--- src/sv/ddsfw_pkg.sv ---
// ----------------------------------------------------------------------------
// DDS frequency word programmer package
// Shared command codes, sequencer states, DDS word constants and divider types.
// ----------------------------------------------------------------------------
package ddsfw_pkg;

  // Command kinds on the input channel
  typedef enum logic [1:0] {
    KIND_FREQ = 2'd0,
    KIND_INIT = 2'd1,
    KIND_TUNE = 2'd2,
    KIND_NONE = 2'd3
  } kind_t;

  // Configuration register indexes
  typedef enum logic [1:0] {
    REG_CONTROL = 2'd0,
    REG_MIN_FREQ = 2'd1,
    REG_MAX_FREQ = 2'd2,
    REG_MCLK = 2'd3
  } reg_idx_t;

  // Sequencer states
  typedef enum logic [2:0] {
    ST_IDLE,
    ST_SCALE,
    ST_DIV_START,
    ST_DIV,
    ST_EMIT
  } seq_state_t;

  localparam int unsigned FREQ_W = 25;
  localparam int unsigned TW_W = 32;
  localparam int unsigned WORD_W = 16;
  localparam int unsigned HALF_W = 14;
  localparam int unsigned TUNE_SHIFT = 28;
  localparam int unsigned DIV_STEPS = TW_W + TUNE_SHIFT;
  localparam int unsigned DIV_CNT_W = $clog2(DIV_STEPS);

  localparam logic [WORD_W-1:0] WORD_TAG = 16'h4000;
  localparam logic [WORD_W-1:0] CMD_RESET = 16'h1000;
  localparam logic [WORD_W-1:0] CMD_PHASE0 = 16'hC000;
  localparam logic [WORD_W-1:0] CMD_PHASE1 = 16'hE000;

  localparam logic [WORD_W-1:0] CONTROL_RST = 16'h2000;
  localparam logic [FREQ_W-1:0] MIN_FREQ_RST = 25'd0;
  localparam logic [FREQ_W-1:0] MAX_FREQ_RST = 25'd21474836;
  localparam logic [TW_W-1:0] MCLK_RST = 32'd25000000;

  // Request from the sequencer to the divider
  typedef struct packed {
    logic start;
    logic [TW_W-1:0] dividend;
  } div_req_t;

endpackage

--- src/sv/ddsfw_div.sv ---
// ----------------------------------------------------------------------------
// DDS tuning divider
// Restoring divider: (dividend << 28) / divisor, one quotient bit per cycle,
// low 32 quotient bits kept. A zero divisor yields all ones.
// ----------------------------------------------------------------------------
module ddsfw_div (
  input  logic                    clk,
  input  logic                    rst_n,
  input  ddsfw_pkg::div_req_t     req,
  input  logic [31:0]             divisor,
  output logic                    done,
  output logic [31:0]             quotient
);
  import ddsfw_pkg::*;

  logic                 busy_r;
  logic                 done_r;
  logic [DIV_CNT_W-1:0] cnt_r;
  logic [TW_W-1:0]      num_r;
  logic [TW_W-1:0]      rem_r;
  logic [TW_W-1:0]      q_r;

  logic [TW_W:0] shifted;
  logic [TW_W:0] diff;
  logic          ge;

  assign shifted = {rem_r, num_r[TW_W-1]};
  assign ge = shifted >= {1'b0, divisor};
  assign diff = shifted - {1'b0, divisor};

  always_ff @(posedge clk) begin
    if (!rst_n) begin
      busy_r <= 1'b0;
      done_r <= 1'b0;
      cnt_r <= '0;
    end else begin
      done_r <= 1'b0;
      if (req.start) begin
        busy_r <= 1'b1;
        cnt_r <= '0;
      end else if (busy_r) begin
        if (cnt_r == DIV_CNT_W'(DIV_STEPS - 1)) begin
          busy_r <= 1'b0;
          done_r <= 1'b1;
        end
        cnt_r <= cnt_r + 1'b1;
      end
    end
  end

  // Datapath: shift numerator bits in, subtract when the divisor fits
  always_ff @(posedge clk) begin
    if (req.start) begin
      num_r <= req.dividend;
      rem_r <= '0;
      q_r <= '0;
    end else if (busy_r) begin
      num_r <= {num_r[TW_W-2:0], 1'b0};
      rem_r <= ge ? diff[TW_W-1:0] : shifted[TW_W-1:0];
      q_r <= {q_r[TW_W-2:0], ge};
    end
  end

  assign done = done_r;
  assign quotient = q_r;

endmodule

--- src/sv/ddsfw_seq.sv ---
// ----------------------------------------------------------------------------
// DDS command sequencer
// Clamps and scales frequencies, drives the divider and emits command words
// through an output register.
// ----------------------------------------------------------------------------
module ddsfw_seq (
  input  logic                    clk,
  input  logic                    rst_n,
  input  logic                    in_valid,
  output logic                    in_ready,
  input  logic [1:0]              in_kind,
  input  logic [31:0]             in_value,
  output logic                    out_valid,
  input  logic                    out_ready,
  output logic [15:0]             out_spi_word,
  output logic                    out_last,
  output logic [24:0]             out_applied_frequency,
  output logic [31:0]             out_tuning_word,
  input  logic [15:0]             control_word,
  input  logic [24:0]             min_frequency,
  input  logic [24:0]             max_frequency,
  output ddsfw_pkg::div_req_t     div_req,
  input  logic                    div_done,
  input  logic [31:0]             div_quotient
);
  import ddsfw_pkg::*;

  seq_state_t state_r, state_nxt;

  logic [1:0]        idx_r;
  logic              init_r;
  logic [FREQ_W-1:0] freq_r;
  logic [TW_W-1:0]   tune_r;
  logic [TW_W-1:0]   tw_r;
  logic [TW_W-1:0]   scaled_r;

  logic              out_valid_r;
  logic [WORD_W-1:0] out_word_r;
  logic              out_last_r;
  logic [FREQ_W-1:0] out_freq_r;
  logic [TW_W-1:0]   out_tw_r;

  logic              accept;
  logic              load_out;
  logic              word_last;
  logic [WORD_W-1:0] word;
  logic [TW_W-1:0]   clamp_lo;
  logic [TW_W-1:0]   clamp;
  logic [FREQ_W+7:0] product;

  assign accept = in_valid && in_ready;
  assign load_out = (state_r == ST_EMIT) && (!out_valid_r || out_ready);
  assign word_last = init_r ? (idx_r == 2'd3) : (idx_r == 2'd2);

  // Minimum clamp first, then maximum, so the maximum wins
  assign clamp_lo = (in_value < {7'd0, min_frequency}) ? {7'd0, min_frequency} : in_value;
  assign clamp = (clamp_lo > {7'd0, max_frequency}) ? {7'd0, max_frequency} : clamp_lo;

  // x200 = x128 + x64 + x8
  assign product = {1'b0, freq_r, 7'd0} + {2'b0, freq_r, 6'd0} + {5'd0, freq_r, 3'd0};

  always_comb begin
    if (init_r) begin
      case (idx_r)
        2'd0:    word = CMD_RESET;
        2'd1:    word = CMD_PHASE0;
        2'd2:    word = CMD_PHASE1;
        default: word = control_word;
      endcase
    end else begin
      case (idx_r)
        2'd1:    word = WORD_TAG | {2'b00, tw_r[HALF_W-1:0]};
        2'd2:    word = WORD_TAG | {2'b00, tw_r[2*HALF_W-1:HALF_W]};
        default: word = control_word;
      endcase
    end
  end

  // Next state
  always_comb begin
    state_nxt = state_r;
    case (state_r)
      ST_IDLE: begin
        if (accept) begin
          case (kind_t'(in_kind))
            KIND_FREQ: state_nxt = ST_SCALE;
            KIND_INIT: state_nxt = ST_EMIT;
            KIND_TUNE: state_nxt = ST_EMIT;
            default:   state_nxt = ST_IDLE;
          endcase
        end
      end
      ST_SCALE:     state_nxt = ST_DIV_START;
      ST_DIV_START: state_nxt = ST_DIV;
      ST_DIV: begin
        if (div_done) begin
          state_nxt = ST_EMIT;
        end
      end
      ST_EMIT: begin
        if (load_out && word_last) begin
          state_nxt = ST_IDLE;
        end
      end
      default: state_nxt = ST_IDLE;
    endcase
  end

  // Outputs of the sequencer
  always_comb begin
    in_ready = (state_r == ST_IDLE);
    div_req.start = (state_r == ST_DIV_START);
    div_req.dividend = scaled_r;
  end

  always_ff @(posedge clk) begin
    if (!rst_n) begin
      state_r <= ST_IDLE;
      idx_r <= '0;
      init_r <= 1'b0;
      freq_r <= '0;
      tune_r <= '0;
      out_valid_r <= 1'b0;
    end else begin
      state_r <= state_nxt;
      if (accept) begin
        idx_r <= '0;
        init_r <= (kind_t'(in_kind) == KIND_INIT);
        if (kind_t'(in_kind) == KIND_FREQ) begin
          freq_r <= clamp[FREQ_W-1:0];
        end
      end else if (load_out) begin
        idx_r <= idx_r + 1'b1;
      end
      if ((state_r == ST_DIV) && div_done) begin
        tune_r <= div_quotient;
      end
      if (load_out) begin
        out_valid_r <= 1'b1;
      end else if (out_ready) begin
        out_valid_r <= 1'b0;
      end
    end
  end

  always_ff @(posedge clk) begin
    if (accept && (kind_t'(in_kind) == KIND_TUNE)) begin
      tw_r <= in_value;
    end else if ((state_r == ST_DIV) && div_done) begin
      tw_r <= div_quotient;
    end
    if (state_r == ST_SCALE) begin
      scaled_r <= product[TW_W-1:0];
    end
    if (load_out) begin
      out_word_r <= word;
      out_last_r <= word_last;
      out_freq_r <= freq_r;
      out_tw_r <= tune_r;
    end
  end

  assign out_valid = out_valid_r;
  assign out_spi_word = out_word_r;
  assign out_last = out_last_r;
  assign out_applied_frequency = out_freq_r;
  assign out_tuning_word = out_tw_r;

endmodule

--- src/sv/dds_frequency_word_programmer.sv ---
// ----------------------------------------------------------------------------
// DDS frequency word programmer
// Turns commands into 16-bit synthesizer command words.
// ----------------------------------------------------------------------------
// Input channel (in_valid/in_ready, in_kind, in_value) takes one command item;
// kind 3 is taken and dropped. Output channel (out_valid/out_ready) carries
// each of the command's words in turn, out_last on the command's final word, with the
// stored frequency and tuning word alongside.
// Set-frequency clamps in_value, scales it by 200 and divides (scaled << 28)
// by master_clock in one shared subtract/compare unit, one bit per cycle.
// Its first word is loaded after clamp, scale, divider start, 60 divider
// steps and quotient capture; other commands go from acceptance straight to
// word load. Further words are loaded one after another, and in_ready stays
// low until the final word is loaded. A stalled receiver holds the output
// register and the sequencer waits with in_ready low.
// Reset (synchronous, active low) clears the sequencer and stored state and
// loads the default configuration. Configuration writes take effect at once;
// the user must see that they are issued only while the block is idle; the
// block itself does not enforce this.
// ----------------------------------------------------------------------------
module dds_frequency_word_programmer (
  input  logic        clk,
  input  logic        rst_n,
  input  logic        in_valid,
  output logic        in_ready,
  input  logic [1:0]  in_kind,
  input  logic [31:0] in_value,
  output logic        out_valid,
  input  logic        out_ready,
  output logic [15:0] out_spi_word,
  output logic        out_last,
  output logic [24:0] out_applied_frequency,
  output logic [31:0] out_tuning_word,
  input  logic        cfg_we,
  input  logic [1:0]  cfg_index,
  input  logic [31:0] cfg_data
);
  import ddsfw_pkg::*;

  logic [WORD_W-1:0] control_r;
  logic [FREQ_W-1:0] min_freq_r;
  logic [FREQ_W-1:0] max_freq_r;
  logic [TW_W-1:0]   mclk_r;

  div_req_t        div_req;
  logic            div_done;
  logic [TW_W-1:0] div_quotient;

  // Configuration registers: write-only, narrowed to their widths
  always_ff @(posedge clk) begin
    if (!rst_n) begin
      control_r <= CONTROL_RST;
      min_freq_r <= MIN_FREQ_RST;
      max_freq_r <= MAX_FREQ_RST;
      mclk_r <= MCLK_RST;
    end else if (cfg_we) begin
      case (reg_idx_t'(cfg_index))
        REG_CONTROL:  control_r <= cfg_data[WORD_W-1:0];
        REG_MIN_FREQ: min_freq_r <= cfg_data[FREQ_W-1:0];
        REG_MAX_FREQ: max_freq_r <= cfg_data[FREQ_W-1:0];
        REG_MCLK:     mclk_r <= cfg_data;
        default:      control_r <= control_r;
      endcase
    end
  end

  // Command sequencer and output register
  ddsfw_seq u_seq (
    .clk                   (clk),
    .rst_n                 (rst_n),
    .in_valid              (in_valid),
    .in_ready              (in_ready),
    .in_kind               (in_kind),
    .in_value              (in_value),
    .out_valid             (out_valid),
    .out_ready             (out_ready),
    .out_spi_word          (out_spi_word),
    .out_last              (out_last),
    .out_applied_frequency (out_applied_frequency),
    .out_tuning_word       (out_tuning_word),
    .control_word          (control_r),
    .min_frequency         (min_freq_r),
    .max_frequency         (max_freq_r),
    .div_req               (div_req),
    .div_done              (div_done),
    .div_quotient          (div_quotient)
  );

  // Shared bit-serial divider for the tuning word
  ddsfw_div u_div (
    .clk      (clk),
    .rst_n    (rst_n),
    .req      (div_req),
    .divisor  (mclk_r),
    .done     (div_done),
    .quotient (div_quotient)
  );

endmodule
--- config.mk ---
export PLATFORM = sky130hd
export DESIGN_NAME = dds_frequency_word_programmer
export DESIGN_NICKNAME = d
export VERILOG_FILES = /design/src/sv/ddsfw_pkg.sv /design/src/sv/ddsfw_div.sv /design/src/sv/ddsfw_seq.sv /design/src/sv/dds_frequency_word_programmer.sv
export SDC_FILE = /design/constraint.sdc
export NUM_CORES = 1
export LEC_CHECK = 0
export ABC_AREA = 1
export BUFFER_PORTS_ARGS = -buffer_cell sky130_fd_sc_hd__buf_2
export CORE_MARGIN = 2
export CORE_UTILIZATION = 25
export CTS_CLUSTER_DIAMETER = 40
export DETAILED_ROUTE_END_ITERATION = 7
export PLACE_DENSITY = 0.44
export SLEW_MARGIN = 20
export SYNTH_ARGS = -nofsm -noshare
export SYNTH_HDL_FRONTEND = slang
export SYNTH_SLANG_ARGS = --single-unit
--- constraint.sdc ---
create_clock -name clk -period 5.4 [get_ports clk]
set_clock_uncertainty 0.05 [all_clocks]
set_input_delay 0.54 -clock clk [delete_from_list [all_inputs] [get_ports clk]]
set_output_delay 0.54 -clock clk [all_outputs]
set_load 0.005 [all_outputs]
==> results of run 1 <==
## kinds of logic (layout without fill, tap and decap cells)
kind of cell             after synthesis  count (layout)
AO/OA/AOI/OAI                        472             472
XOR/XNOR                              36              36
flip-flops                           394             394
AND/OR/NAND/NOR                     1075            1075
adder cells (fa/ha/maj)              140             140
buffers and inverters                385             618
## power by group
part / switching [W] / internal [W]
Sequential: 0.000248 / 0.00376
Combinational: 0.00210 / 0.000952
Clock: 0.00191 / 0.00344
Total: 0.00425 / 0.00815
## final timing paths
path                                                    start                                   to  slack, ps  depth (start not counted)
worst min register to register  u_seq.tune_r[11]$_SDFFE_PN0P_  u_seq.out_tuning_word[11]$_DFFE_PP_        370                          0
worst min-delay path                             cfg_data[25]              mclk_r[25]$_SDFFE_PN0P_        170                          3
worst max-delay path              min_freq_r[21]$_SDFFE_PN0P_         u_seq.freq_r[4]$_SDFFE_PN0P_        820                         22
worst max register to register    min_freq_r[21]$_SDFFE_PN0P_         u_seq.freq_r[4]$_SDFFE_PN0P_        820                         22
## registers in the layout, summed over array words and instances (netlist names), 28 cells and up
signal,cells
u_seq.tw_r,28
u_div.quotient,32
mclk_r,32
u_div.num_r,29
u_seq.scaled_r,29
u_div.rem_r,32
u_seq.tune_r,32
u_seq.out_tuning_word,32
## layout make-up
class | count | area [um2] | area share (%)
clock buffer | 95 | 2230 | 8.78
clock inverter | 60 | 741 | 2.92
inverter | 289 | 1090 | 4.28
multi-input combinational | 1723 | 9530 | 37.6
sequential | 394 | 9490 | 37.4
tap | 1070 | 1340 | 5.28
timing repair buffer | 174 | 956 | 3.77
## synth_stat cells (all sizes together) (2+ instances only)
library cell	n	share of area, %
a21oi	229	5.6
edfxtp	160	23
clkbuf	70	1.3
fa	23	2.2
xor2	20	0.85
clkinv	2	0.037
nor3	25	0.71
nor2	133	2.6
a21boi	6	0.22
or2	11	0.35
o21a	4	0.15
nand2	686	13
a21o	6	0.22
nand4	24	0.80
buf	26	0.89
a22oi	31	1.1
dfxtp	234	23
o211ai	28	1.0
nand3	184	4.5
a31oi	4	0.20
a22o	14	0.60
nor4	2	0.061
o21bai	6	0.22
ha	117	7.1
nand3b	4	0.15
inv	287	5.3
and2	2	0.061
a211oi	5	0.18
xnor2	16	0.68
o21ai	136	3.3
## critical path: cells and delay by family (launching register included)
family                     cells  cell delay (ps)
AOI/OAI and AO/OA              3              430
and+or+nand+nor               14             2640
DFF                            1              340
adders and majority gates      2              500
buffers and inverters          3              440
## through the flow
stage                     setup slack (ps)  utilization [%]  instances  total power, W  cell area [um2]
after floorplan                        913                -       2502         0.00609            20500
after global placement                 532             27.4       3649         0.00710            22400
after detailed placement               605             27.4       3649         0.00712            22400
after CTS                              881             31.0       3804          0.0126            25300
after global routing                   375             31.0       3805          0.0131            25400
final                                  818             31.0       3805          0.0124            25400
## layer usage
layer,up-vias,routed length (um)
li1,8701,-
met1,8420,31900
met2,453,31200
met3,115,3820
met4,0,1710
met5,-,0
==> impl_metrics.ini, run 1 <==
[outcome]
status = finished clean

[sta]
period_share_pct = 84.9
hold_ws_ps = 175
worstMarginPinSlew_ps = 1090
hold_viol = 0
fmax_mhz = 218
report.final.slew_viol_count = 0
slew_headroom_pct = 26.9
fin_crit_ps = 4580
setup_viol = 0
setup_tns_ps = 0
rsz0062_at_grt = no

[logic_synthesis]
synth-simple-area-share_pct = 22.4
muxShareOfSynthArea_pct = 0
synth_compound_area_share_pct = 13.0
syn-num-nets = 2715
synth_fa_ha_area_share_pct = 9.38
synth_top_family_by_area = simple AND/OR/NAND/NOR gates
yosys.area_share.xor_xnor_pct = 1.54
ys_async_sr_fraction_pct = 0
synthesis.area_um2 = 20500
ys_ff_latch = 394
synth_edf_count = 160
yosys_warnings = 0
synth_flop_cell = dfxtp_1
syn_area_per_cell_um2 = 8.20
ys_seq_area_share_pct = 46.2
synth.distinct_cells = 55
syn_inst = 2502

[worst_setup_path]
worstPathRequired_ps = 5830
worstPathCellList = inv_1, ha_1, nand2_1, inv_1, o21ai_0, nand2_1, nand2_1, nand3b_1, nor2_4, buf_4, nand2_4, nand2_1, nand2_1, ha_1, nor3_1, nand3_1, a21oi_1, nand2_2, nand2_2, nand3_1, nand2_1, a21oi_1
cp-start-kind = flip-flop
worstPathArrival_ps = 5020
slowest_delay_ps = 460
crit_top_cell = nand2_1
worstPathMaxFanout = 26
path_class = flip-flop to flip-flop
cp-end-kind = flip-flop
crit_slowest_cell = nor3_1

[clock_network]
clk_latency_ps = 620
cts-root-buf = clkbuf_16
holdBufCountCts = 0
cts.clk_slew.worst_paths_ps = 50
cts_max_level = 3
numCtsBuffers = 83
clkSinkCount = 394
post_cts_buffers = 0
clock_tree.buffer_depth = 3
cts_resized = 0
tritoncts = built

[power_and_ir_drop]
ir_drop_v = 0.000235
cellLeakagePower_nw = 11.5
cellPowerDensity_nw_per_um2 = 489

[global_routing]
gr-usage-met1_pct = 21.7
grt_pass1_wl_mm = 105
met3_usage_pct = 3.21
top_usage_layer = met2
first_global_vias = 17600
grt_util_met2_pct = 26.0
grt.total_usage_pct = 16.1
grt_overflow = 0
grt_max_degree = 94
antenna_found_initial = 0

[routing]
drt-initial-drc-count = 1195
drc_errors = 0
viasPerCell = 4.65
vias = 17700
wl_mm = 68.6
dr.pass1.iters = 6
detail-route-antenna-nets = 0
wire_per_inst_um = 18.0

[cells_and_area]
final_nets = 2878
drive_above_1_share_pct = 13.7
mostFrequentLayoutCells = nand2_1, inv_1, dfxtp_1, a21oi_1, nand3_1
final_common_cell = nand2_1
n_fill_cell = 8704
antenna_cells = 0
area_growth_pct = 23.6

[placement]
port_buffers = 148
hpwl_mm = 50.9
gp_congestion = 0.891

[floorplanning]
die_x_um = 290
core_area_um2 = 81700
row_count = 105
dieArea_um2 = 84400
ios = 149
start_util_pct = 25.1
die_h_um = 290

[job]
maxCapViolCount = 0

[worst_hold_path]
hold_class = primary input to flip-flop
No activity file was read; power rests on OpenSTA's default activity.
==> run 2, diff against run 1 <==
clock period = 4.6 ns   (was 5.4 ns; I/O delays follow)
==> run 2 against run 1 <==
  * Sequential power increased by 17%
  * Final area decreased by 0.66%
  * Fmax increased by 7.7%
  * Die area unchanged
  * Clock-buffer cell count increased by 3
  * Cell count decreased by 0.18%
  * Total power increased by 15%
  * Critical path depth decreased by 1
  * Core utilization decreased by 0.20 points
==> impl_metrics.ini, run 2 (synthesis gave the netlist of run 1 again) <==
[cells_and_area]
final_common_cell = nand2_1
area_growth_pct = 22.8
fin_util_pct = 30.8
antenna_cells = 0
n_fill_cell = 8703
mostFrequentLayoutCells = nand2_1, inv_1, dfxtp_1, a21oi_1, nand3_1
drive_above_1_share_pct = 13.6
stdcell_area_um2 = 25200
final_nets = 2877

[floorplanning]
die_h_um = 290
row_count = 105
start_util_pct = 25.1
core_area_um2 = 81700
ios = 149
die_x_um = 290
dieArea_um2 = 84400

[clock_network]
clock_tree.buffer_depth = 3
post_cts_buffers = 0
cts-root-buf = clkbuf_16
cts_resized = 0
clkSinkCount = 394
cts.clk_slew.worst_paths_ps = 50
numCtsBuffers = 79
cts_max_level = 3
holdBufCountCts = 0
tritoncts = built
clk_latency_ps = 620

[routing]
drc_errors = 0
wl_mm = 68.8
detail-route-antenna-nets = 0
viasPerCell = 4.64
wire_per_inst_um = 18.1
dr.pass1.iters = 5
drt-initial-drc-count = 1156
vias = 17600

[placement]
placed_area_um2 = 22400
gp_congestion = 0.909
port_buffers = 148
hpwl_mm = 50.9

[sta]
setup_tns_ps = 0
fin_crit_ps = 4260
hold_viol = 0
setup_viol = 0
worstMarginPinSlew_ps = 984
report.final.slew_viol_count = 0
hold_ws_ps = 88.2
slew_headroom_pct = 34.4
fmax_mhz = 235
period_share_pct = 92.5
rsz0062_at_grt = no

[power_and_ir_drop]
p_clk_share_pct = 41.9
switchingPower_w = 0.00479
cellPowerDensity_nw_per_um2 = 565
power_switching_share_pct = 33.6
p_seq_share_pct = 33.1
ir_drop_v = 0.000240
p_int_w = 0.00946
cellLeakagePower_nw = 11.4
power_frac_comb_pct = 25.0

[worst_setup_path]
path_class = flip-flop to flip-flop
worstPathRequired_ps = 4990
cp-start-kind = flip-flop
worstPathArrival_ps = 4650
worstPathMaxFanout = 25
cp-end-kind = flip-flop

[global_routing]
grt.total_usage_pct = 16.1
grt_overflow = 0
grt_pass1_wl_mm = 105
grt_max_degree = 93
first_global_vias = 17700
antenna_found_initial = 5

[worst_hold_path]
hold_class = primary input to flip-flop

[job]
maxCapViolCount = 0

[outcome]
status = finished clean
==> run 2: worst max-delay path: stages, from the launching register on <==
cell      delay (ps)
dfxtp_1          320
inv_1             70
ha_1             310
nand2_1           70
inv_1             30
o21ai_0          130
nand2_1           80
nand2_1           60
nand3b_1         110
nor2_4           220
nand2_4          260
nand2_1          170
nand2_1           80
ha_1             180
nor3_1           500
nand3_1          320
a21oi_1          260
nand2_2           90
nand2_2          440
nand3_1          190
nand2_1           90
a21oi_1           50
==> run 2: through the flow <==
step | instances | power [W] | worst slack [ps]
floorplan | 2502 | 0.00714 | 124
global route | 3798 | 0.0150 | 113
global placement | 3653 | 0.00832 | 167
finish | 3798 | 0.0142 | 345
detailed placement | 3653 | 0.00836 | 205
CTS | 3798 | 0.0144 | 450
==> run 2: worst paths after layout <==
check / from / to / slack [ps] / depth (start not counted)
max: min_freq_r[21]$_SDFFE_PN0P_ / u_seq.freq_r[7]$_SDFFE_PN0P_ / 340 / 21
min: cfg_data[26] / mclk_r[26]$_SDFFE_PN0P_ / 90 / 3
max reg2reg: min_freq_r[21]$_SDFFE_PN0P_ / u_seq.freq_r[7]$_SDFFE_PN0P_ / 340 / 21
min reg2reg: u_seq.tune_r[19]$_SDFFE_PN0P_ / u_seq.out_tuning_word[19]$_DFFE_PP_ / 380 / 0
==> run 2: final cells by class <==
type	count	area [um2]	area share (%)
multi-input cells	1723	9530	37.8
flip-flops and latches	394	9490	37.7
clock buffers	98	2190	8.70
well taps	1070	1340	5.31
inverters	289	1080	4.31
repair buffers	177	958	3.80
clock inverters	47	606	2.40
==> run 2: layer usage <==
metal  global-route usage [%]  vias to the layer above  wire, um
li1                         -                     8674         -
met1                     21.9                     8422     32500
met2                     26.1                      438     31300
met3                     2.59                       93      3350
met4                     5.38                        0      1600
met5                        0                        -         0
==> run 2: power by group through the flow <==
| stage | Clock (W) | Combinational, W | Sequential [W] |
|---|---|---|---|
| 2_1_floorplan | 0 | 0.00240 | 0.00474 |
| 3_3_place_gp | 0 | 0.00354 | 0.00478 |
| 3_5_place_dp | 0 | 0.00357 | 0.00478 |
| 4_1_cts | 0.00610 | 0.00359 | 0.00473 |
| 5_1_grt | 0.00626 | 0.00401 | 0.00478 |
| 6_report | 0.00598 | 0.00356 | 0.00471 |
==> run 3, diff against run 2 <==
MAX_ROUTING_LAYER = met4   (was default)
RECOVER_POWER = 25   (was default)
REMOVE_ABC_BUFFERS = 1   (was default)
==> run 3 against run 2 <==
  * The run now ends with capacitance limit, slew limit left
  * Final area is essentially flat
  * Core utilization hardly changed
  * Worst setup slack improved by 200 ps
  * Sequential share of layout area hardly changed
  * Via count decreased by 0.53%
==> impl_metrics.ini, run 3 (synthesis gave the netlist of run 1 again) <==
[clock_network]
cts-root-buf = clkbuf_16
numCtsBuffers = 82
clkSinkCount = 394
cts.clk_slew.worst_paths_ps = 50
post_cts_buffers = 0
clock_tree.buffer_depth = 3
cts_resized = 0
holdBufCountCts = 0
cts_max_level = 3
clk_latency_ps = 640
tritoncts = built

[worst_setup_path]
worstPathArrival_ps = 4440
timing.rr.end = u_seq.freq_r[7]$_SDFFE_PN0P_
r2r_start = min_freq_r[15]$_SDFFE_PN0P_
worstSetupEndpoint = u_seq.freq_r[7]$_SDFFE_PN0P_
path_class = flip-flop to flip-flop
worstPathRequired_ps = 4980
cp-end-kind = flip-flop
worstPathMaxFanout = 25
setup.worst_path.start = min_freq_r[15]$_SDFFE_PN0P_
r2r_cells = 21
reg2reg_slack_ps = 550
cp-start-kind = flip-flop

[cells_and_area]
mostFrequentLayoutCells = nand2_1, inv_1, dfxtp_1, a21oi_1, nand3_1
stdcell_area_um2 = 25200
final_nets = 2879
area_growth_pct = 22.7
n_fill_cell = 8674
final_common_cell = nand2_1
regArea_um2 = 9490
multiInputGateArea_um2 = 9530
antenna_cells = 0
drive_above_1_share_pct = 13.3
fin_util_pct = 30.8

[routing]
viasPerCell = 4.61
wire_per_inst_um = 17.8
drc_errors = 0
vias = 17500
dr.pass1.iters = 5
drt-initial-drc-count = 1105
detail-route-antenna-nets = 0
wl_mm = 67.9

[floorplanning]
row_count = 105
start_util_pct = 25.1
dieArea_um2 = 84400
core_area_um2 = 81700
die_x_um = 290
ios = 149
die_h_um = 290

[placement]
hpwl_mm = 50.5
port_buffers = 148
placed_area_um2 = 22400
gp_congestion = 0.890

[global_routing]
grt_pass1_wl_mm = 104
antenna_found_initial = 3
grt.total_usage_pct = 16.5
grt_max_degree = 84
first_global_vias = 17500
grt_overflow = 0

[power_and_ir_drop]
power_switching_share_pct = 34.5
cellPowerDensity_nw_per_um2 = 561
ir_drop_v = 0.000268
power_frac_comb_pct = 25.2
p_total_w = 0.0141
p_int_w = 0.00925
cellLeakagePower_nw = 11.4
p_clk_share_pct = 41.4
p_seq_share_pct = 33.4
switchingPower_w = 0.00487

[sta]
report.final.slew_viol_count = 219
rsz0062_at_grt = no
fin_crit_ps = 4050
period_share_pct = 88.1
slew_headroom_pct = -126
hold_viol = 0
setup_viol = 0
setup_tns_ps = 0
fmax_mhz = 247
worstMarginPinSlew_ps = 3380

[worst_hold_path]
holdPathStages = 3
hold_class = primary input to flip-flop

[job]
maxCapViolCount = 5

[outcome]
violations = capacitance limit, slew limit
status = finished with violations
## run 3: changes by cell type in the layout (fill, tap and decap cells not counted), sizes merged
| cell | before | now |
|---|---|---|
| clkbuf | 98 | 97 |
| clkinv | 21 | 38 |
| bufinv | 9 | 6 |
| buf | 177 | 170 |
## run 3: power by group through the flow
| stage | Clock, W | Combinational (W) | Sequential [W] |
|---|---|---|---|
| 6_report | 0.00585 | 0.00356 | 0.00471 |
| 2_1_floorplan | 0 | 0.00225 | 0.00475 |
| 3_5_place_dp | 0 | 0.00359 | 0.00478 |
| 4_1_cts | 0.00599 | 0.00361 | 0.00473 |
| 3_3_place_gp | 0 | 0.00357 | 0.00478 |
| 5_1_grt | 0.00618 | 0.00402 | 0.00478 |
## run 3: worst min path at each step
stage	endpoint	startpoint
floorplan	u_seq.out_tuning_word[0]$_DFFE_PP_	u_seq.tune_r[0]$_SDFFE_PN0P_
global placement	u_seq.out_tuning_word[27]$_DFFE_PP_	u_seq.tune_r[27]$_SDFFE_PN0P_
detailed placement	u_seq.out_tuning_word[14]$_DFFE_PP_	u_seq.tune_r[14]$_SDFFE_PN0P_
CTS	mclk_r[16]$_SDFFE_PN1P_	cfg_data[16]
global route	mclk_r[16]$_SDFFE_PN1P_	cfg_data[16]
finish	mclk_r[16]$_SDFFE_PN1P_	cfg_data[16]
## run 3: per-layer routing
metal,vias to the layer above,part of all wire [%],GRT usage (%)
met4,0,2.9,5.24
met1,8284,46,21.3
met2,432,45,26.0
li1,8690,-,-
met3,128,5.4,3.30
met5,-,0,-
## run 3: critical path, cell delays in order, from the launching register on
cell,delay (ps)
dfxtp_1,380
inv_1,80
ha_1,290
nand2_1,50
inv_1,70
nand3_1,80
nor3_1,140
nand2_1,70
nand2_1,100
nand2_2,80
buf_4,240
nand3_1,150
nand2_1,70
ha_1,180
nor3_1,460
nand3_1,290
a21oi_1,220
nand2_2,80
nand2_2,440
nand3_1,190
nand2_1,100
a21oi_1,60
## run 3: cell type report
cell class              instances  share of cell area (%)
multi-input cells            1723                    37.8
flip-flops and latches        394                    37.7
clock buffers                  91                    8.36
well taps                    1070                    5.32
inverters                     289                    4.31
repair buffers                176                    3.86
clock inverters                61                    2.63
## run 3: metrics by stage
step	hold slack (ps)	std cells	worst slack, ps
2_1_floorplan	359	2406	124
3_3_place_gp	368	3652	236
3_5_place_dp	363	3652	333
4_1_cts	54.0	3804	553
5_1_grt	71.9	3804	116
6_report	78.6	3804	545
